--- src/rtl/pss_pkg.sv ---
`timescale 1ns / 1ps
// shared types and constants of the paired sample statistics block
package pss_pkg;

   localparam int SAMPLE_BITS    = 16;
   localparam int COUNT_BITS     = 17;
   localparam logic [COUNT_BITS-1:0] MAX_SAMPLES = 17'h10000;

   // operand widths of the shared iterative arithmetic unit
   localparam int ARG_BITS       = 144;
   localparam int DIVISOR_BITS   = 128;

   localparam int QUEUE_DEPTH    = 2;
   localparam int QUEUE_PTR_BITS = 1;

   typedef struct packed {
      logic signed [SAMPLE_BITS-1:0] sample_x;
      logic signed [SAMPLE_BITS-1:0] sample_y;
      logic                          last_sample;
   } req_type;

   typedef struct packed {
      logic [COUNT_BITS-1:0]         sample_count;
      logic signed [SAMPLE_BITS-1:0] min_x;
      logic signed [SAMPLE_BITS-1:0] max_x;
      logic signed [SAMPLE_BITS-1:0] min_y;
      logic signed [SAMPLE_BITS-1:0] max_y;
      logic signed [23:0]            mean_x;
      logic [15:0]                   r_squared;
      logic                          corr_undefined;
      logic [38:0]                   variance_y;
      logic [24:0]                   std_dev_y;
      logic signed [31:0]            coef_variation;
      logic [54:0]                   total_sum_squares;
   } rsp_type;

   // accumulated sums and extremes of one data set
   typedef struct packed {
      logic [COUNT_BITS-1:0]         count;
      logic signed [32:0]            sum_x;
      logic signed [32:0]            sum_y;
      logic [46:0]                   sum_x_sq;
      logic [46:0]                   sum_y_sq;
      logic signed [47:0]            sum_xy;
      logic signed [SAMPLE_BITS-1:0] lowest_x;
      logic signed [SAMPLE_BITS-1:0] highest_x;
      logic signed [SAMPLE_BITS-1:0] lowest_y;
      logic signed [SAMPLE_BITS-1:0] highest_y;
   } snap_type;

   typedef enum logic [1:0] {
      OP_MUL  = 2'd0,
      OP_DIV  = 2'd1,
      OP_SQRT = 2'd2
   } arith_op_type;

   typedef struct packed {
      logic         start;
      arith_op_type op;
   } arith_ctl_type;

   typedef struct packed {
      logic busy;
      logic done;
   } arith_sts_type;

endpackage

--- src/rtl/pss_front.sv ---
`timescale 1ns / 1ps
// front end: accumulates sample pairs and hands finished sets to the queue
module pss_front import pss_pkg::*; (
   input  logic     clock,
   input  logic     reset,
   input  logic     req_valid,
   output logic     req_ready,
   input  req_type  req_data,
   input  logic     q_full,
   output logic     q_push,
   output snap_type q_data
);

   snap_type acc_ff, acc_in;
   snap_type upd;
   logic signed [31:0] xx, yy, xy;
   logic take, room, first;

   always_comb begin
      req_ready = !q_full;
      take      = req_valid && req_ready;
      room      = acc_ff.count < MAX_SAMPLES;
      first     = acc_ff.count == '0;
      xx        = req_data.sample_x * req_data.sample_x;
      yy        = req_data.sample_y * req_data.sample_y;
      xy        = req_data.sample_x * req_data.sample_y;
      upd       = acc_ff;
      if (room) begin
         upd.count    = acc_ff.count + 17'd1;
         upd.sum_x    = acc_ff.sum_x + 33'(req_data.sample_x);
         upd.sum_y    = acc_ff.sum_y + 33'(req_data.sample_y);
         upd.sum_x_sq = acc_ff.sum_x_sq + 47'($unsigned(xx));
         upd.sum_y_sq = acc_ff.sum_y_sq + 47'($unsigned(yy));
         upd.sum_xy   = acc_ff.sum_xy + 48'(xy);
         if (first || req_data.sample_x < acc_ff.lowest_x) begin
            upd.lowest_x = req_data.sample_x;
         end
         if (first || req_data.sample_x > acc_ff.highest_x) begin
            upd.highest_x = req_data.sample_x;
         end
         if (first || req_data.sample_y < acc_ff.lowest_y) begin
            upd.lowest_y = req_data.sample_y;
         end
         if (first || req_data.sample_y > acc_ff.highest_y) begin
            upd.highest_y = req_data.sample_y;
         end
      end
      acc_in = acc_ff;
      if (take) begin
         acc_in = req_data.last_sample ? '0 : upd;
      end
      q_push = take && req_data.last_sample;
      q_data = upd;
   end

   always_ff @(posedge clock) begin
      if (reset) begin
         acc_ff <= '0;
      end else begin
         acc_ff <= acc_in;
      end
   end

endmodule

--- config.mk ---
export PLATFORM = sky130hd
export DESIGN_NAME = pss_front
export DESIGN_NICKNAME = d
export VERILOG_FILES = /design/src/rtl/pss_pkg.sv /design/src/rtl/pss_front.sv
export SDC_FILE = /design/constraint.sdc
export NUM_CORES = 2
export LEC_CHECK = 0
export BUFFER_PORTS_ARGS = -buffer_cell sky130_fd_sc_hd__buf_2
export CAP_MARGIN = 20
export CELL_PAD_IN_SITES_DETAIL_PLACEMENT = 1
export CELL_PAD_IN_SITES_GLOBAL_PLACEMENT = 2
export CORE_MARGIN = 1.5
export CORE_UTILIZATION = 25
export CTS_CLUSTER_DIAMETER = 200
export CTS_CLUSTER_SIZE = 25
export DETAILED_ROUTE_END_ITERATION = 16
export PLACE_DENSITY = 0.54
export REMOVE_ABC_BUFFERS = 1
export SLEW_MARGIN = 10
export SYNTH_ARGS = -nofsm -noshare
export SYNTH_HDL_FRONTEND = slang
export SYNTH_SLANG_ARGS = --single-unit
--- constraint.sdc ---
create_clock -name clock -period 38.7 [get_ports clock]
set_input_delay 7.74 -clock clock [delete_from_list [all_inputs] [get_ports clock]]
set_output_delay 7.74 -clock clock [all_outputs]
set_load 0.02 [all_outputs]
# Word-level counts from Yosys, hierarchy flattened
# Index checks and enable logic that the tools add are counted.
# classes
addsub,6
n_mul,3
magnitude_cmp,5
mux,6
reduce_logical,8
# op_table
cell,n
two-way mux 289 bit,2
multiplier 16 x 16 -> 32 bit,3
adder 47 x 32 -> 47 bit,2
adder 33 x 16 -> 33 bit,2
two-way mux 16 bit,4
adder 48 x 32 -> 48 bit,1
> comparator 16 bit,2
< comparator 16 bit,2
adder 17 x 1 -> 17 bit (second input constant),1
zero test 17 bit,1
< comparator 17 bit (second input constant),1
logical OR 1 bit,4
logical AND 1 bit,2
zero test 1 bit,1
# word_totals
reg_bits,289
in_bits,37
elab_cells,38

# Logic depth before layout (Yosys ltp)
# logic_depth
ltp_word,5
mapped_depth,37
mapped_depth_nobuf,35

# Least setup slack after synthesis
# Ideal clock, no wire load.
# synth_timing
path_kind,input-to-output
start,in req_data[16] (netlist name)
end,out q_data[158] (netlist name)
arrival_time_ns,15.541
required_time_ns,30.960
slack_ns,15.419
cell_stages,33
path_buffers,2
cell_sequence,clkbuf_1 inv_1 buf_1 nor2_1 fa_1 inv_1 fa_1 inv_1 fa_1 fa_1 fa_1 inv_1 fa_1 inv_1 ha_1 a21oi_1 o21ai_0 and2_1 a211oi_1 o31ai_1 a31o_2 a21oi_1 xnor2_1 ha_1 nand2_1 o21a_1 and2_1 a22o_1 a21oi_2 a41oi_4 nor2_4 nand4_1 xnor2_1
# synth_rtl
element,line,rtl
from (decl),pss_front.sv:8,"input req_type req_data,"
to (decl),pss_front.sv:11,output snap_type q_data

==> metrics.txt <==
outcome=finished clean; Final Skew=61.8 ps; final wirelength=199 mm; post-DR wirelength/cell=22.0 microns; layout cell share with drive strength beyond 1=0.0941; most frequent cells in the layout=inv_1, fa_1, nand2_1; vias per cell=4.68; Iteration-0 DRC Markers=1,766; register bank with the most flops=acc_ff; Post-Synth XOR/XNOR Area=0.0484; DRC violations left=0; Seq/Total Area, Yosys=0.111; Largest stage delay, worst path=590 ps; H-Tree Depth=1; Largest register FFs=289; CTS tree=yes; largest area contributor in the netlist=fa_1; number of synthesized flops with an enable pin=0; core area=207,000 sq um; Largest regs=acc_ff: 289 flops; vias in the first global route=46,500; Final TNS setup=0 ps; ranking of synthesized cells by area=fa_1, ha_1, dfxtp_1; unrepaired setup endpoints after global routing=no; FF+latch count, synth=289; mapped cell area=52,300 sq um; Die X=460 microns; GPL Wtd Cong=0.818; Max Fclk=40.1 MHz; most frequent cell on the critical path=fa_1; post-synthesis simple-gate area fraction=0.132; max cap viols=0; Syn Area/Cell=8.60 sq um; dominant synthesized flop cell=dfxtp_1; Worst Path Buf+Inv=8; largest family of logic cells by synthesized area=adder cells; Synth Warn #=0; Die Height=460 microns; clk_lat worst skew=680 ps; final net count=7,622; slowest CP cell=a211oi_1; mux cell area share after synthesis=0.0151; Netlist cell types=102; port bufs=327; worst path arrival time=17,200 ps; Synth Area in Compound Gates=0.154; crit share post-route=0.645; deepest clock path buffer count=3; first-pass GRT wire length=304 mm; Final ANT Viol Nets=0; fraction of registers with async set/reset=0; starting density of the core=0.252; clock-pin slew on the worst setup and hold paths=100 ps; crit path max fanout=32; cts hold-fix bufs=0; largest net degree at the start of global routing=91; delay-heaviest family, CP=adder cells; Vias=42,400; area share of fa/ha/maj cells after synthesis=0.440; Resize count post-CTS=0; CP startpoint kind=input port; initial antenna violation count=18; Yosys top cell area share=0.321; most common cell after layout, fill and taps aside=inv_1; Hold WC Path Type=register to register; CTS buffer count=20; P&R area growth vs syn=10.6%; CTS root buffer=clkbuf_16; Ports=328; Hold Violations, Final=0; post-detail-place hpwl=152 mm; min cycle time layout=24,940 ps; final setup violating endpoints=0; Rel. slew slack=0.264; die area=212,000 sq um; element type at the critical path end=output port; Slew Limit Fails=0; CP Class=input port to output port; GRT overflow=0; DR pass1 iterations=5; clock sink count=289; required time of the critical path=30,960 ps; gr usage total=0.190; Site Rows=167; Setup Buffers After CTS=0; Worst Max-Slew Pin Slew=1100 ps; Gate Count Post-Synth=6,083
[cell usage after synthesis, types with 9 or more instances]
master	number
xor2_1	102
nor3_1	31
a211o_1	11
nor4_1	13
a211oi_1	26
nand2b_1	49
clkbuf_1	243
nor2_1	356
nand2_1	691
and3_1	39
o31ai_1	15
or2_2	12
o211ai_1	11
xnor2_1	187
buf_1	15
a31oi_1	28
or3_1	22
o21a_1	39
and2_1	144
inv_1	1079
ha_1	500
o21ai_1	28
fa_1	838
a21o_1	123
a22o_1	64
a21oi_1	245
o21ai_0	330
nand4_1	41
mux2i_1	15
a22oi_1	118
mux2_2	56
nand3_1	60
a31o_2	11
a32o_1	17
dfxtp_1	289
o21bai_1	34
clkinv_1	9
nor2b_1	35
[metal layers]
layer	global-route usage	share of wire	vias to the layer above
li1	-	-	19900
met1	0.267	0.48	21900
met2	0.323	0.48	451
met3	0.0151	0.027	69
met4	0.0274	0.014	2
met5	0	0.000050	-
[kinds of logic (layout without fill, tap and decap cells)]
kind of cell | after synthesis | after routing
buffers and inverters | 1361 | 1536
and+or+nand+nor | 1529 | 1529
DFF | 289 | 289
muxes | 72 | 72
AOI/OAI and AO/OA | 1205 | 1205
xor gates and xnor gates | 289 | 289
adders and majority gates | 1338 | 1338
other | 0 | 8
[worst paths after layout]
check | startpoint | to | slack [ps] | cells after the start
max | req_data[3] | q_data[146] | 13760 | 37
min | acc_ff[40]$_SDFFE_PP0P_ | acc_ff[40]$_SDFFE_PP0P_ | 480 | 1
max reg2reg | acc_ff[79]$_SDFFE_PP0P_ | acc_ff[104]$_SDFFE_PP0P_ | 32300 | 20
min reg2reg | acc_ff[40]$_SDFFE_PP0P_ | acc_ff[40]$_SDFFE_PP0P_ | 480 | 1
[stage by stage]
step / worst slack (ps) / utilization / hold slack (ps) / cell area [sq um] / std cells
finish: 13760 / 0.279 / 477 / 57800 / 9054
detailed placement: 13770 / 0.275 / 455 / 57100 / 9013
global placement: 13840 / 0.275 / 446 / 57100 / 9012
CTS: 13750 / 0.279 / 481 / 57800 / 9046
global route: 13200 / 0.279 / 490 / 57800 / 9047
floorplan: 15810 / - / 442 / 51200 / 5810
[cell type report]
class	count	area, sq um
antenna	8	20.0
clock buffer	22	539
clock inverter	11	146
fill	24400	150000
inverter	1088	4090
multi-input combinational	4433	41400
sequential	289	5790
tap	2788	3490
timing repair buffer	415	2310
Power is left out: the tool's default activity adds up to more than one toggle a clock period on the data nets, which glitch-free logic cannot reach.
