===== config.mk =====
export PLATFORM = sky130hd
export DESIGN_NAME = pss_queue
export DESIGN_NICKNAME = d
export VERILOG_FILES = /design/src/rtl/pss_pkg.sv /design/src/rtl/pss_queue.sv
export SDC_FILE = /design/constraint.sdc
export NUM_CORES = 1
export LEC_CHECK = 0
export BUFFER_PORTS_ARGS = -buffer_cell sky130_fd_sc_hd__buf_4
export CAP_MARGIN = 20
export CORE_AREA = 2 2 224 226
export DETAILED_ROUTE_END_ITERATION = 8
export DIE_AREA = 0 0 226 228
export PLACE_DENSITY = 0.73
export SYNTH_ARGS = -nofsm -noshare
export SYNTH_HDL_FRONTEND = slang
export SYNTH_SLANG_ARGS = --single-unit

===== constraint.sdc =====
create_clock -name clock -period 51.8 [get_ports clock]
set_clock_uncertainty 0.05 [all_clocks]
set_input_delay 10.36 -clock clock [delete_from_list [all_inputs] [get_ports clock]]
set_output_delay 10.36 -clock clock [all_outputs]
set_load 0.01 [all_outputs]

===== src/rtl/pss_pkg.sv =====
`timescale 1ns / 1ps
// shared types and constants of the paired sample statistics block
package pss_pkg;

   localparam int SAMPLE_BITS    = 16;
   localparam int COUNT_BITS     = 17;
   localparam logic [COUNT_BITS-1:0] MAX_SAMPLES = 17'h10000;

   // operand widths of the shared iterative arithmetic unit
   localparam int ARG_BITS       = 144;
   localparam int DIVISOR_BITS   = 128;

   localparam int QUEUE_DEPTH    = 2;
   localparam int QUEUE_PTR_BITS = 1;

   typedef struct packed {
      logic signed [SAMPLE_BITS-1:0] sample_x;
      logic signed [SAMPLE_BITS-1:0] sample_y;
      logic                          last_sample;
   } req_type;

   typedef struct packed {
      logic [COUNT_BITS-1:0]         sample_count;
      logic signed [SAMPLE_BITS-1:0] min_x;
      logic signed [SAMPLE_BITS-1:0] max_x;
      logic signed [SAMPLE_BITS-1:0] min_y;
      logic signed [SAMPLE_BITS-1:0] max_y;
      logic signed [23:0]            mean_x;
      logic [15:0]                   r_squared;
      logic                          corr_undefined;
      logic [38:0]                   variance_y;
      logic [24:0]                   std_dev_y;
      logic signed [31:0]            coef_variation;
      logic [54:0]                   total_sum_squares;
   } rsp_type;

   // accumulated sums and extremes of one data set
   typedef struct packed {
      logic [COUNT_BITS-1:0]         count;
      logic signed [32:0]            sum_x;
      logic signed [32:0]            sum_y;
      logic [46:0]                   sum_x_sq;
      logic [46:0]                   sum_y_sq;
      logic signed [47:0]            sum_xy;
      logic signed [SAMPLE_BITS-1:0] lowest_x;
      logic signed [SAMPLE_BITS-1:0] highest_x;
      logic signed [SAMPLE_BITS-1:0] lowest_y;
      logic signed [SAMPLE_BITS-1:0] highest_y;
   } snap_type;

   typedef enum logic [1:0] {
      OP_MUL  = 2'd0,
      OP_DIV  = 2'd1,
      OP_SQRT = 2'd2
   } arith_op_type;

   typedef struct packed {
      logic         start;
      arith_op_type op;
   } arith_ctl_type;

   typedef struct packed {
      logic busy;
      logic done;
   } arith_sts_type;

endpackage


===== src/rtl/pss_queue.sv =====
`timescale 1ns / 1ps
// short queue of finished data sets between front and back
module pss_queue import pss_pkg::*; (
   input  logic     clock,
   input  logic     reset,
   input  logic     push,
   input  snap_type push_data,
   input  logic     pop,
   output snap_type pop_data,
   output logic     full,
   output logic     empty
);

   snap_type entry_ff [QUEUE_DEPTH];
   logic [QUEUE_PTR_BITS-1:0] wr_ptr_ff, wr_ptr_in, rd_ptr_ff, rd_ptr_in;
   logic [QUEUE_PTR_BITS:0]   fill_ff, fill_in;

   always_comb begin
      full      = fill_ff == (QUEUE_PTR_BITS+1)'(QUEUE_DEPTH);
      empty     = fill_ff == '0;
      pop_data  = entry_ff[rd_ptr_ff];
      wr_ptr_in = push ? wr_ptr_ff + 1'b1 : wr_ptr_ff;
      rd_ptr_in = pop ? rd_ptr_ff + 1'b1 : rd_ptr_ff;
      fill_in   = fill_ff;
      if (push && !pop) begin
         fill_in = fill_ff + 1'b1;
      end else if (pop && !push) begin
         fill_in = fill_ff - 1'b1;
      end
   end

   always_ff @(posedge clock) begin
      if (push) begin
         entry_ff[wr_ptr_ff] <= push_data;
      end
   end

   always_ff @(posedge clock) begin
      if (reset) begin
         wr_ptr_ff <= '0;
         rd_ptr_ff <= '0;
         fill_ff   <= '0;
      end else begin
         wr_ptr_ff <= wr_ptr_in;
         rd_ptr_ff <= rd_ptr_in;
         fill_ff   <= fill_in;
      end
   end

endmodule


# Word level (Yosys, flattened, before mapping)
# Memory sizes are Yosys's and may differ from the RTL's. A register that Yosys moved wholly into a read port is not among the register bits.
# Cells that the tools add are included.
[word_totals] output_inout_bits=291 ff_bits=4 mem_bits_rw=578 memories=1 in_bits=293 elab_cells=21
[classes] add_sub_neg=4 n_mux=6 eq_ne=1 n_reduce_logical=6
[mem_list] memory="entry_ff" depth=2 word_bits=289 rd=1 rd_ports_with_merged_regs=1 write_ports=1 line="pss_queue.sv:14" text="snap_type entry_ff [QUEUE_DEPTH];"
[op_table] op="two-way mux 1 bit" count=4
[op_table] op="two-way mux 2 bit" count=2
[op_table] op="adder 1 bit, second input constant" count=2
[op_table] op="adder 2 x 1 -> 2 bit, second input constant" count=1
[op_table] op="equality test 2 bit, second input constant" count=1
[op_table] op="logical AND 1 bit" count=2
[op_table] op="zero test 1 bit" count=2
[op_table] op="zero test 2 bit" count=1
[op_table] op="nonzero test 2 bit" count=1
[op_table] op="subtractor 2 x 1 -> 2 bit, second input constant" count=1

# Logic depth before layout (Yosys ltp)
[logic_depth] word_depth=4 ltp_mapped=5 mapped_depth_nobuf=5

# Worst setup path before layout
# Ideal clock, no wire load.
[synth_timing] path_type="input-to-reg" start="input port push" end="memory entry_ff[0][0] (netlist name) (enable)" cell_stages=1 arrival_ns=22.785 path_slack_ns=27.985 setup_ns=0.980 required_ns=50.770 n_path_buf=0 path_cell_list="nor2b_1"
[synth_via] elab_chain_cells=2
[synth_lines] element="from (decl)" line="pss_queue.sv:6" text="input logic push,"
[synth_lines] element="two-way mux 1 bit" line="pss_queue.sv:33" text="if (push) begin"
[synth_lines] element="two-way mux 1 bit (not written as such)" line="pss_queue.sv:34" text="entry_ff[wr_ptr_ff] <= push_data;"
[synth_lines] element="to (decl)" line="pss_queue.sv:14"
# No other way between the ends.

==> impl_metrics.env <==
export IMPL_outcome="complete, no violations"
export IMPL_via_per_inst=4.86
export IMPL_worstReg2RegStart="wr_ptr_ff"
export IMPL_ctsHoldBuffers=0
export IMPL_critPathRequiredTime_ns=41.39
export IMPL_cts_resized=0
export IMPL_grt_max_degree=79
export IMPL_drive_above_1_share_pct=60.9
export IMPL_wl_mm=49.6
export IMPL_yosysSeqAreaShare_pct=79.8
export IMPL_drtPass1Iterations=4
export IMPL_root_buffer="clkbuf_16"
export IMPL_holdCritPathClass="reg -> reg"
export IMPL_power_share_combinational_pct=13.2
export IMPL_p_int_uw=860
export IMPL_hpwlAfterDp_mm=34.9
export IMPL_final_common_cell="buf_4"
export IMPL_clock_latency_ns=0.60
export IMPL_p_clk_share_pct=35.9
export IMPL_grt_usage_pct=18.7
export IMPL_sw_frac_of_total_pct=22.1
export IMPL_grt_pass1_wl_mm=70.8
export IMPL_cts_tree="yes"
export IMPL_core_um2=49300
export IMPL_slew_violations=0
export IMPL_critPathCaptureType="output pin"
export IMPL_die_w_um=226
export IMPL_p_switching_uw=243
export IMPL_worstMarginPinSlew_ns=1.10
export IMPL_sequentialPowerShare_pct=50.9
export IMPL_num_io_pins=584
export IMPL_clk_pin_slew_ns=0.06
export IMPL_rows=82
export IMPL_arrival_ns=4.07
export IMPL_fin_crit_sh_pct=27.9
export IMPL_grt_pass1_vias=11600
export IMPL_rsz0062_at_grt="false"
export IMPL_synthCells=921
export IMPL_criticalPathCategory="reg -> out"
export IMPL_postLayoutCellArea_um2=28700
export IMPL_fin_cells=2264
export IMPL_cts_buffers=57
export IMPL_syn_nets=1215
export IMPL_power_leakage_uw=0.0111
export IMPL_gp_congestion=0.813
export IMPL_drc=0
export IMPL_ant_nets=0
export IMPL_relSlewSlack_pct=26.6
export IMPL_hp_start="fill_ff[1]"
export IMPL_cts_sinks=583
export IMPL_ys_types=16
export IMPL_syn_cell_area_um2=21900
export IMPL_postCtsSetupBuffers=0
export IMPL_yosysWarningCount=0
export IMPL_clock_fmax_mhz=69.1
export IMPL_first_iter_violations=584
export IMPL_utilization_pct=58.2
export IMPL_fin_setup_tns_ns=0
export IMPL_htree_levels=2
export IMPL_ctsLongestPathBuffers=3
export IMPL_pwr_density_cell_nw_per_um2=38.5
export IMPL_numPortBuffers=583
export IMPL_ir_worst_vdd_v=0.0000419
export IMPL_hold_viol=0
export IMPL_die_h_um=228
export IMPL_min_period_ns=14.48
export IMPL_placed_area_um2=26900
export IMPL_area_growth_pct=31.1
export IMPL_final_cell_mix="595 x buf_4, 578 x edfxtp_1, 200 x mux2_4"
export IMPL_cp_max_fo=67
export IMPL_ys_seq_elements=583
export IMPL_cp_start_kind="register"
export IMPL_dieArea_um2=51500
export IMPL_start_util_pct=44.3
export IMPL_overflow=0
export IMPL_antenna_found_initial=4
export IMPL_maxCapViolations=0
export IMPL_wl_per_cell_um=21.9
export IMPL_post_place_cells=2156
export IMPL_synth_area_per_cell_um2=23.8
export IMPL_nets=1837
export IMPL_vias=11000
export IMPL_setup_viol=0
registers in the layout (all words and copies together), names as in the netlist, named ones only:
signal and flops:
rd_ptr_ff 1, fill_ff 2, wr_ptr_ff 1, entry_ff 578
critical path, stage by stage (launching register included):
cell and delay, ns:
dfxtp_4 1.01, buf_4 0.89, buf_4 0.88, mux2_4 0.36, buf_4 0.14
cell families after synthesis:
kind of cell / after synthesis / synth area share (%)
compound gates: 2 / 0.0457
buf+inv: 33 / 1.46
fa+ha+maj: 1 / 0.0572
simple gates: 9 / 0.200
mux: 289 / 18.3
flops: 583 / 79.8
xor+xnor: 4 / 0.160
worst paths after layout:
path                                          to  slack (ns)  cells past startpoint
worst max-delay path               pop_data[257]       37.32                      4
worst min-delay path                  fill_ff[1]        0.45                      2
worst max register to register  entry_ff[1][249]       48.61                      3
worst min register to register        fill_ff[1]        0.45                      2
synth_stat cells, drive strengths merged:
library cell  number  area share (%)
dfxtp              5            0.46
a21oi              1           0.023
o21ai              1           0.023
inv                1           0.017
xor2               2           0.080
ha                 1           0.057
mux2             289              18
edfxtp           578              79
buf               32             1.4
nor2b              2           0.057
nor2               5           0.086
xnor2              2           0.080
and2               1           0.029
or3                1           0.029
routing by layer:
layer,track usage [%],part of all wire [%],up-vias
li1,-,-,4928
met1,20.7,36,5540
met2,32.4,51,450
met3,7.59,9.9,82
met4,6.29,2.6,4
met5,0,0.054,-
area by class of cell:
cell class	count	area [µm²]
multi-input cells	305	4120
fillers	3627	20700
clock inverters	34	279
flip-flops and latches	583	17500
repair buffers	595	4470
well taps	672	841
diodes	2	5.00
clock buffers	72	1530
inverters	1	3.75
power by group through the flow:
| stage | Combinational (µW) | Sequential, µW | Clock (µW) |
|---|---|---|---|
| finish | 146 | 561 | 396 |
| global placement | 145 | 570 | 0 |
| floorplan | 77.7 | 577 | 0 |
| CTS | 148 | 562 | 406 |
| global route | 155 | 564 | 424 |
| detailed placement | 147 | 572 | 0 |
per-stage QoR:
stage / worst slack, ns / hold WS (ns) / power, µW
4_1_cts: 37.25 / 0.453 / 1120
3_3_place_gp: 37.90 / 0.429 / 716
2_1_floorplan: 27.99 / 0.411 / 655
3_5_place_dp: 37.91 / 0.444 / 719
5_1_grt: 37.08 / 0.511 / 1140
6_report: 37.32 / 0.452 / 1100
(Power assumes the default switching activity.)
