$ cat config.mk
export PLATFORM = sky130hd
export DESIGN_NAME = pss_arith
export DESIGN_NICKNAME = d
export VERILOG_FILES = /design/src/rtl/pss_pkg.sv /design/src/rtl/pss_arith.sv
export SDC_FILE = /design/constraint.sdc
export NUM_CORES = 2
export LEC_CHECK = 0
export BUFFER_PORTS_ARGS = -buffer_cell sky130_fd_sc_hd__buf_4
export CORE_UTILIZATION = 55
export CTS_CLUSTER_SIZE = 10
export DETAILED_ROUTE_END_ITERATION = 6
export PLACE_DENSITY = 0.86
export SLEW_MARGIN = 20
export SYNTH_ARGS = -nofsm -noshare
export SYNTH_HDL_FRONTEND = slang
export SYNTH_SLANG_ARGS = --single-unit
$ cat constraint.sdc
create_clock -name clock -period 24 [get_ports clock]
set_clock_uncertainty 0.15 [all_clocks]
set_input_delay 2.4 -clock clock [delete_from_list [all_inputs] [get_ports clock]]
set_output_delay 2.4 -clock clock [all_outputs]
set_load 0.02 [all_outputs]
$ cat src/rtl/pss_pkg.sv
`timescale 1ns / 1ps
// shared types and constants of the paired sample statistics block
package pss_pkg;

   localparam int SAMPLE_BITS    = 16;
   localparam int COUNT_BITS     = 17;
   localparam logic [COUNT_BITS-1:0] MAX_SAMPLES = 17'h10000;

   // operand widths of the shared iterative arithmetic unit
   localparam int ARG_BITS       = 144;
   localparam int DIVISOR_BITS   = 128;

   localparam int QUEUE_DEPTH    = 2;
   localparam int QUEUE_PTR_BITS = 1;

   typedef struct packed {
      logic signed [SAMPLE_BITS-1:0] sample_x;
      logic signed [SAMPLE_BITS-1:0] sample_y;
      logic                          last_sample;
   } req_type;

   typedef struct packed {
      logic [COUNT_BITS-1:0]         sample_count;
      logic signed [SAMPLE_BITS-1:0] min_x;
      logic signed [SAMPLE_BITS-1:0] max_x;
      logic signed [SAMPLE_BITS-1:0] min_y;
      logic signed [SAMPLE_BITS-1:0] max_y;
      logic signed [23:0]            mean_x;
      logic [15:0]                   r_squared;
      logic                          corr_undefined;
      logic [38:0]                   variance_y;
      logic [24:0]                   std_dev_y;
      logic signed [31:0]            coef_variation;
      logic [54:0]                   total_sum_squares;
   } rsp_type;

   // accumulated sums and extremes of one data set
   typedef struct packed {
      logic [COUNT_BITS-1:0]         count;
      logic signed [32:0]            sum_x;
      logic signed [32:0]            sum_y;
      logic [46:0]                   sum_x_sq;
      logic [46:0]                   sum_y_sq;
      logic signed [47:0]            sum_xy;
      logic signed [SAMPLE_BITS-1:0] lowest_x;
      logic signed [SAMPLE_BITS-1:0] highest_x;
      logic signed [SAMPLE_BITS-1:0] lowest_y;
      logic signed [SAMPLE_BITS-1:0] highest_y;
   } snap_type;

   typedef enum logic [1:0] {
      OP_MUL  = 2'd0,
      OP_DIV  = 2'd1,
      OP_SQRT = 2'd2
   } arith_op_type;

   typedef struct packed {
      logic         start;
      arith_op_type op;
   } arith_ctl_type;

   typedef struct packed {
      logic busy;
      logic done;
   } arith_sts_type;

endpackage

$ cat src/rtl/pss_arith.sv
`timescale 1ns / 1ps
// shared iterative unit: shift-add multiply, restoring divide, integer square root
module pss_arith import pss_pkg::*; (
   input  logic                    clock,
   input  logic                    reset,
   input  arith_ctl_type           ctl,
   input  logic [ARG_BITS-1:0]     opa,
   input  logic [DIVISOR_BITS-1:0] opb,
   output arith_sts_type           sts,
   output logic [ARG_BITS-1:0]     result
);

   localparam logic [7:0] MUL_STEPS  = 8'd64;
   localparam logic [7:0] DIV_STEPS  = 8'd144;
   localparam logic [7:0] SQRT_STEPS = 8'd24;

   logic busy_ff, busy_in, done_ff, done_in;
   arith_op_type op_ff, op_in;
   logic [7:0] iter_ff, iter_in;
   logic [127:0] acc_ff, acc_in, mcand_ff, mcand_in;
   logic [63:0]  mplier_ff, mplier_in;
   logic [ARG_BITS-1:0] quo_ff, quo_in;
   logic [DIVISOR_BITS-1:0] rem_ff, rem_in, dvs_ff, dvs_in;
   logic [47:0] rad_ff, rad_in, root_ff, root_in, bit_ff, bit_in;
   logic [DIVISOR_BITS:0] rem_sh;
   logic [47:0] cand;
   logic ge;

   always_comb begin
      busy_in   = busy_ff;
      done_in   = 1'b0;
      op_in     = op_ff;
      iter_in   = iter_ff;
      acc_in    = acc_ff;
      mcand_in  = mcand_ff;
      mplier_in = mplier_ff;
      quo_in    = quo_ff;
      rem_in    = rem_ff;
      dvs_in    = dvs_ff;
      rad_in    = rad_ff;
      root_in   = root_ff;
      bit_in    = bit_ff;
      rem_sh    = {rem_ff, quo_ff[ARG_BITS-1]};
      ge        = rem_sh >= {1'b0, dvs_ff};
      cand      = root_ff + bit_ff;
      if (!busy_ff) begin
         if (ctl.start) begin
            busy_in   = 1'b1;
            op_in     = ctl.op;
            acc_in    = '0;
            mcand_in  = 128'(opa[63:0]);
            mplier_in = opb[63:0];
            quo_in    = opa;
            rem_in    = '0;
            dvs_in    = opb;
            rad_in    = opa[47:0];
            root_in   = '0;
            bit_in    = 48'h4000_0000_0000;
            case (ctl.op)
               OP_MUL:  iter_in = MUL_STEPS;
               OP_DIV:  iter_in = DIV_STEPS;
               OP_SQRT: iter_in = SQRT_STEPS;
               default: iter_in = MUL_STEPS;
            endcase
         end
      end else begin
         case (op_ff)
            OP_MUL: begin
               if (mplier_ff[0]) begin
                  acc_in = acc_ff + mcand_ff;
               end
               mcand_in  = {mcand_ff[126:0], 1'b0};
               mplier_in = {1'b0, mplier_ff[63:1]};
            end
            OP_DIV: begin
               rem_in = ge ? rem_sh[DIVISOR_BITS-1:0] - dvs_ff : rem_sh[DIVISOR_BITS-1:0];
               quo_in = {quo_ff[ARG_BITS-2:0], ge};
            end
            OP_SQRT: begin
               if (rad_ff >= cand) begin
                  rad_in  = rad_ff - cand;
                  root_in = {1'b0, root_ff[47:1]} + bit_ff;
               end else begin
                  root_in = {1'b0, root_ff[47:1]};
               end
               bit_in = {2'b00, bit_ff[47:2]};
            end
            default: begin
               acc_in = acc_ff;
            end
         endcase
         iter_in = iter_ff - 8'd1;
         if (iter_ff == 8'd1) begin
            busy_in = 1'b0;
            done_in = 1'b1;
         end
      end
   end

   always_comb begin
      sts.busy = busy_ff;
      sts.done = done_ff;
      case (op_ff)
         OP_MUL:  result = ARG_BITS'(acc_ff);
         OP_DIV:  result = quo_ff;
         OP_SQRT: result = ARG_BITS'(root_ff);
         default: result = quo_ff;
      endcase
   end

   always_ff @(posedge clock) begin
      op_ff     <= op_in;
      iter_ff   <= iter_in;
      acc_ff    <= acc_in;
      mcand_ff  <= mcand_in;
      mplier_ff <= mplier_in;
      quo_ff    <= quo_in;
      rem_ff    <= rem_in;
      dvs_ff    <= dvs_in;
      rad_ff    <= rad_in;
      root_ff   <= root_in;
      bit_ff    <= bit_in;
   end

   always_ff @(posedge clock) begin
      if (reset) begin
         busy_ff <= 1'b0;
         done_ff <= 1'b0;
      end else begin
         busy_ff <= busy_in;
         done_ff <= done_in;
      end
   end

endmodule

After elaboration in Yosys (flattened, before gate mapping)

Index checks and enable logic that the tools add are counted.

Input bits: 277
Word-level logic and storage cells: 76
Output and inout port bits: 146
Flip-flop bits (word level): 876

$add $sub $neg: 6
Bitwise gates (word level): 1
Equal/unequal tests: 10
Muxes and demuxes: 35
Reductions and logical operators: 9
$lt $le $gt $ge: 2

Operators by type and width:

| kind                                                                   | number |
|---|---|
| 128-bit two-way mux                                                    | 10 |
| 48-bit two-way mux                                                     | 11 |
| 144-bit two-way mux                                                    | 3 |
| 144-bit one-hot mux with 2 select lines                                | 1 |
| 64-bit two-way mux                                                     | 3 |
| 129-bit by 128-bit greater-or-equal comparator with 1-bit output       | 1 |
| 128-bit adder                                                          | 1 |
| 128-bit subtractor                                                     | 1 |
| 47-bit by 48-bit adder with 48-bit output                              | 1 |
| 48-bit adder                                                           | 1 |
| 48-bit greater-or-equal comparator                                     | 1 |
| 48-bit subtractor                                                      | 1 |
| 8-bit two-way mux                                                      | 2 |
| 8-bit one-hot mux with 2 select lines                                  | 1 |
| 2-bit by 1-bit != test with 1-bit output (second input constant)       | 5 |
| 8-bit by 1-bit equality test with 1-bit output (second input constant) | 1 |
| 2-bit AND reduction                                                    | 4 |
| 8-bit by 1-bit subtractor with 8-bit output (second input constant)    | 1 |
| 3-bit AND reduction                                                    | 2 |
| 2-bit by 1-bit equality test with 1-bit output (second input constant) | 2 |
| 2-bit equality test (second input constant)                            | 2 |
| 1-bit two-way mux                                                      | 4 |
| 2-bit logical NOT                                                      | 1 |
| 2-bit nonzero test                                                     | 1 |
| 2 further kinds                                                        | 2 |

Depth between registers and ports, before layout

Depth after elaboration: 5
Depth in mapped cells: 29
Gate-level depth less buffers: 28

Worst setup path after synthesis

No wires, ideal clock.

Path type: reg-to-reg
Start point: reg op_ff[0]
End point: reg quo_ff[0], enable pin
Data arrival time: 19.958 ns
Setup slack: 2.611 ns
Library setup time: 1.281 ns
Path buffers: 2
Cell stages (with the launch flop): 5
Clock period less this slack: 21.389 ns
Cell sequence: edfxtp_1 -> clkbuf_1 -> clkbuf_1 -> inv_1 -> o21ai_0

Cells in the longest elaborated chain, start to end: 3

RTL lines:

| item                                                      | line             | source |
|---|---|---|
| start: declaration                                        | pss_arith.sv:18  | `arith_op_type op_ff, op_in;` |
| start signal: assignment                                  | pss_arith.sv:112 | `op_ff <= op_in;` |
| 2-bit by 1-bit equality test with 1-bit output            | pss_arith.sv:67  | `case (op_ff)` |
| 2-bit by 1-bit != test with 1-bit output (no source line) | n/a              |  |
| 2-bit AND reduction (no source line)                      | n/a              |  |
| end signal: assignment                                    | pss_arith.sv:117 | `quo_ff <= quo_in;` |
| end: declaration                                          | pss_arith.sv:22  | `logic [ARG_BITS-1:0] quo_ff, quo_in;` |

Every way passes these cells.
A chain may end at the register's enable or synchronous reset.

Worst setup path after layout

Start point: reg root_ff[2]
End point: reg root_ff[9] (data pin)

Cells in the longest elaborated chain, start to end: 5

RTL lines:

| item                               | line             | source |
|---|---|---|
| start: declaration                 | pss_arith.sv:24  | `logic [47:0] rad_ff, rad_in, root_ff, root_in, bit_ff, bit_in;` |
| start signal: assignment           | pss_arith.sv:121 | `root_ff <= root_in;` |
| 48-bit adder                       | pss_arith.sv:45  | `cand = root_ff + bit_ff;` |
| 48-bit greater-or-equal comparator | pss_arith.sv:80  | `if (rad_ff >= cand) begin` |
| 48-bit two-way mux *               | pss_arith.sv:80  |  |
| 48-bit two-way mux *               | pss_arith.sv:67  |  |
| 48-bit two-way mux *               | pss_arith.sv:46  | `if (!busy_ff) begin` |

Every way passes the cells marked *; elsewhere a longest branch is shown, timed or not. The select of a mux whose other input is x is not followed.

==> flow_metrics.tcl <==
set metrics [dict create \
    status "finished, final reports clean" \
    grt_max_degree 174 \
    cts_root_buf "clkbuf_16" \
    period_share 0.289 \
    die_area_sq_mm 0.105 \
    vias_per_cell 6.25 \
    irDropWorstVdd_mv 0.0746 \
    yosys_warnings 0 \
    drv_cap 0 \
    hold_ws_ns 0.386 \
    synth_nets 6477 \
    maxSlewViolCount 0 \
    firstDrtPassIters 6 \
    cts_tree "built" \
    die_w_um 324 \
    synth_cell_types 97 \
    clk_path_buf_depth 3 \
    p_leak_nw 25.9 \
    ant_nets 0 \
    ys_ff_latch 852 \
    max_slew_margin 0.235 \
    synth_edf_count 850 \
    holdPathEnd "mplier_ff[15]" \
    numClockSinks 852 \
    cts_setup_buffers 0 \
    synth_cells 5840 \
    drive_above_1_share 0.126 \
    nFillCells 8374 \
    clk_pin_slew_ns 0.06 \
    hold_viol 0 \
    min_from "mplier_ff[16]" \
    rsz0062_at_grt "false" \
    multi_input_area_sq_mm 0.0294 \
    clock_latency_ns 0.69 \
    seq_area_frac_synth 0.449 \
    tightest_slew_ns 1.15 \
    grt_use_total 0.308 \
    numPortBuffers 422 \
    clock.fmax_mhz 144 \
    critical_path_required_ns 24.26 \
    antenna_found_initial 5 \
    ys_async_sr_fraction 0 \
    synth_ff_type "edfxtp_1" \
    critPathTopFamily "compound AO/OA/AOI/OAI gates" \
    io_pins 423 \
    design.core.area_sq_mm 0.102 \
    grt_pass1_wl_um 252000 \
    htree_levels 3 \
    vias 47000 \
    instances_no_fill 7521 \
    setup_violations 0 \
    finalWeightedCongestion 0.984 \
    reg2reg_depth 27 \
    power.density_mw_per_mm2 76.4 \
    crit_slowest_cell "edfxtp_1" \
    cts_resized 0 \
    num_rows 117 \
    cp_num_buf_inv 1 \
    syn_area_sq_mm 0.0569 \
    drc 0 \
    grt_pass1_vias 45100 \
    num-nets-final 6749 \
    timing.final.ws_setup_ns 17.06 \
    drt-total-wl_um 167000 \
    rr_startpoint "root_ff[2]" \
    start_kind "flop" \
    start_util 0.557 \
    grt-ovfl-total 0 \
    dp_cells 7377 \
    worstPathArrival_ns 7.20 \
    drtIter0Drc 4507 \
    die_height_um 324 \
    fin_crit_ns 6.94 \
    ctsHoldBuffers 0 \
    pre_cts_ws_ns 17.19 \
    path_max_fanout 63 \
    endpoint_kind "flop" \
    tns_ns 0 \
    area_growth_pct 12.0 \
    rr_endpoint "root_ff[9]" \
    avgSynthCellArea_sq_um 9.74 \
    routedWlPerCell_um 22.2 \
    whs_path_depth 1 \
    ff_latch_area_sq_mm 0.0256 \
    hpwl_um 123000 \
    cts_buffers 99 \
    cp_common_cell "a21o_1" \
    slowest_delay_ns 0.47 \
    r2r_setup_slack_ns 17.06 \
    worstSetupPathType "flop to flop" \
    hp-class "flop to flop" \
]
[flip-flops by register name (all words and copies together) (netlist names)]
| signal | flops |
|---|---|
| root_ff | 48 |
| mplier_ff | 64 |
| busy_ff | 1 |
| dvs_ff | 128 |
| rad_ff | 48 |
| op_ff | 2 |
| done_ff | 1 |
| iter_ff | 8 |
| acc_ff | 128 |
| bit_ff | 24 |
| mcand_ff | 128 |
| quo_ff | 144 |
| rem_ff | 128 |
[cells in the mapped netlist, drive strengths merged, types with 6 or more instances]
master,instances,area [sq um]
xnor2,197,1730
o211a,9,97.6
nor3,68,345
o21ai,372,1870
or3,19,119
clkbuf,248,931
o21bai,107,811
o21a,32,240
nand4,123,769
nor2,572,2150
o22ai,10,62.6
a31o,16,140
nand2b,40,250
ha,357,4470
nand2,753,2830
o211ai,24,190
inv,231,867
a211oi,67,513
a21o,164,1230
or2,17,106
buf,32,213
and4,9,78.8
mux2,143,1610
a31oi,82,556
o31ai,29,246
nor4,25,156
a21oi,460,2330
nor2b,50,313
and2,120,753
edfxtp,850,25500
mux2i,140,1400
and3,25,156
o31a,8,70.1
nor3b,6,45.0
xor2,185,1620
a22o,80,701
a21boi,16,120
a221oi,11,96.3
nand3,49,245
a211o,8,70.1
a41oi,12,105
o2111ai,6,52.6
[worst register-to-register path: cells and delay by family (launching register included)]
kind                       cells  cell delay (ns)
AOI/OAI and AO/OA             20             4.28
and+or+nand+nor                2             0.35
xor gates and xnor gates       2             0.34
adders and majority gates      2             0.79
buffers and inverters          1             0.31
DFF                            1             0.47
[routing by layer]
layer | GRT usage | vias to the layer above | wire, um
li1 | - | 21900 | -
met1 | 0.412 | 22600 | 69800
met2 | 0.485 | 2141 | 75300
met3 | 0.0506 | 417 | 13200
met4 | 0.153 | 4 | 8460
met5 | 0 | - | 22
[worst max path at each step]
| stage | cells after the start | endpoint | from |
|---|---|---|---|
| 4_1_cts | 27 | root_ff[9] | root_ff[2] |
| 3_3_place_gp | 27 | root_ff[27] | root_ff[2] |
| 2_1_floorplan | 4 | quo_ff[0] | op_ff[0] |
| 3_5_place_dp | 27 | root_ff[9] | root_ff[2] |
| 6_report | 27 | root_ff[9] | root_ff[2] |
| 5_1_grt | 27 | root_ff[9] | root_ff[2] |
[final cells by class]
class | instances | area share
inverters | 231 | 0.0138
clock buffers | 128 | 0.0414
flip-flops and latches | 852 | 0.401
diodes | 1 | 0.0000393
well taps | 1368 | 0.0269
multi-input cells | 4477 | 0.461
repair buffers | 451 | 0.0544
clock inverters | 13 | 0.00139
[where the power goes]
part	switching, mW	total [mW]	internal (mW)
Combinational	0.965	1.58	0.611
Clock	0.598	1.37	0.767
Sequential	0.0978	1.93	1.83
[per-stage QoR]
step	area (sq um)	total power [mW]	util
floorplan	56900	3.10	-
global placement	60900	3.45	0.596
detailed placement	60900	3.49	0.596
CTS	63700	4.85	0.623
global route	63700	5.08	0.624
finish	63700	4.87	0.624
[layout by cell type, fill, tap and decap left out, types with 31 or more instances in the layout]
cell / n
a211oi_1: 65
mux2_2: 143
a31oi_1: 78
nand2b_1: 40
a22o_1: 80
inv_1: 228
nor2_1: 571
a21o_1: 163
nor2b_1: 50
o21a_1: 31
nand2_1: 751
a21oi_1: 454
ha_1: 357
edfxtp_1: 850
xnor2_1: 197
mux2i_1: 140
xor2_1: 185
clkbuf_16: 101
nor3_1: 67
nand3_1: 49
o21ai_1: 66
nand4_1: 123
o21ai_0: 301
o21bai_1: 104
and2_1: 118
buf_4: 446
[cell families (layout without fill, tap and decap cells)]
family,Yosys count,after routing,synth area share
AND/OR/NAND/NOR,1893,1893,0.149
AO/OA/AOI/OAI,1559,1559,0.175
flip-flops,852,852,0.449
buffers and inverters,511,823,0.0354
XOR/XNOR,382,382,0.0588
adder cells (fa/ha/maj),360,360,0.0796
multiplexers,283,283,0.0530
other,0,1,0
No activity file was read; power rests on OpenSTA's default activity.
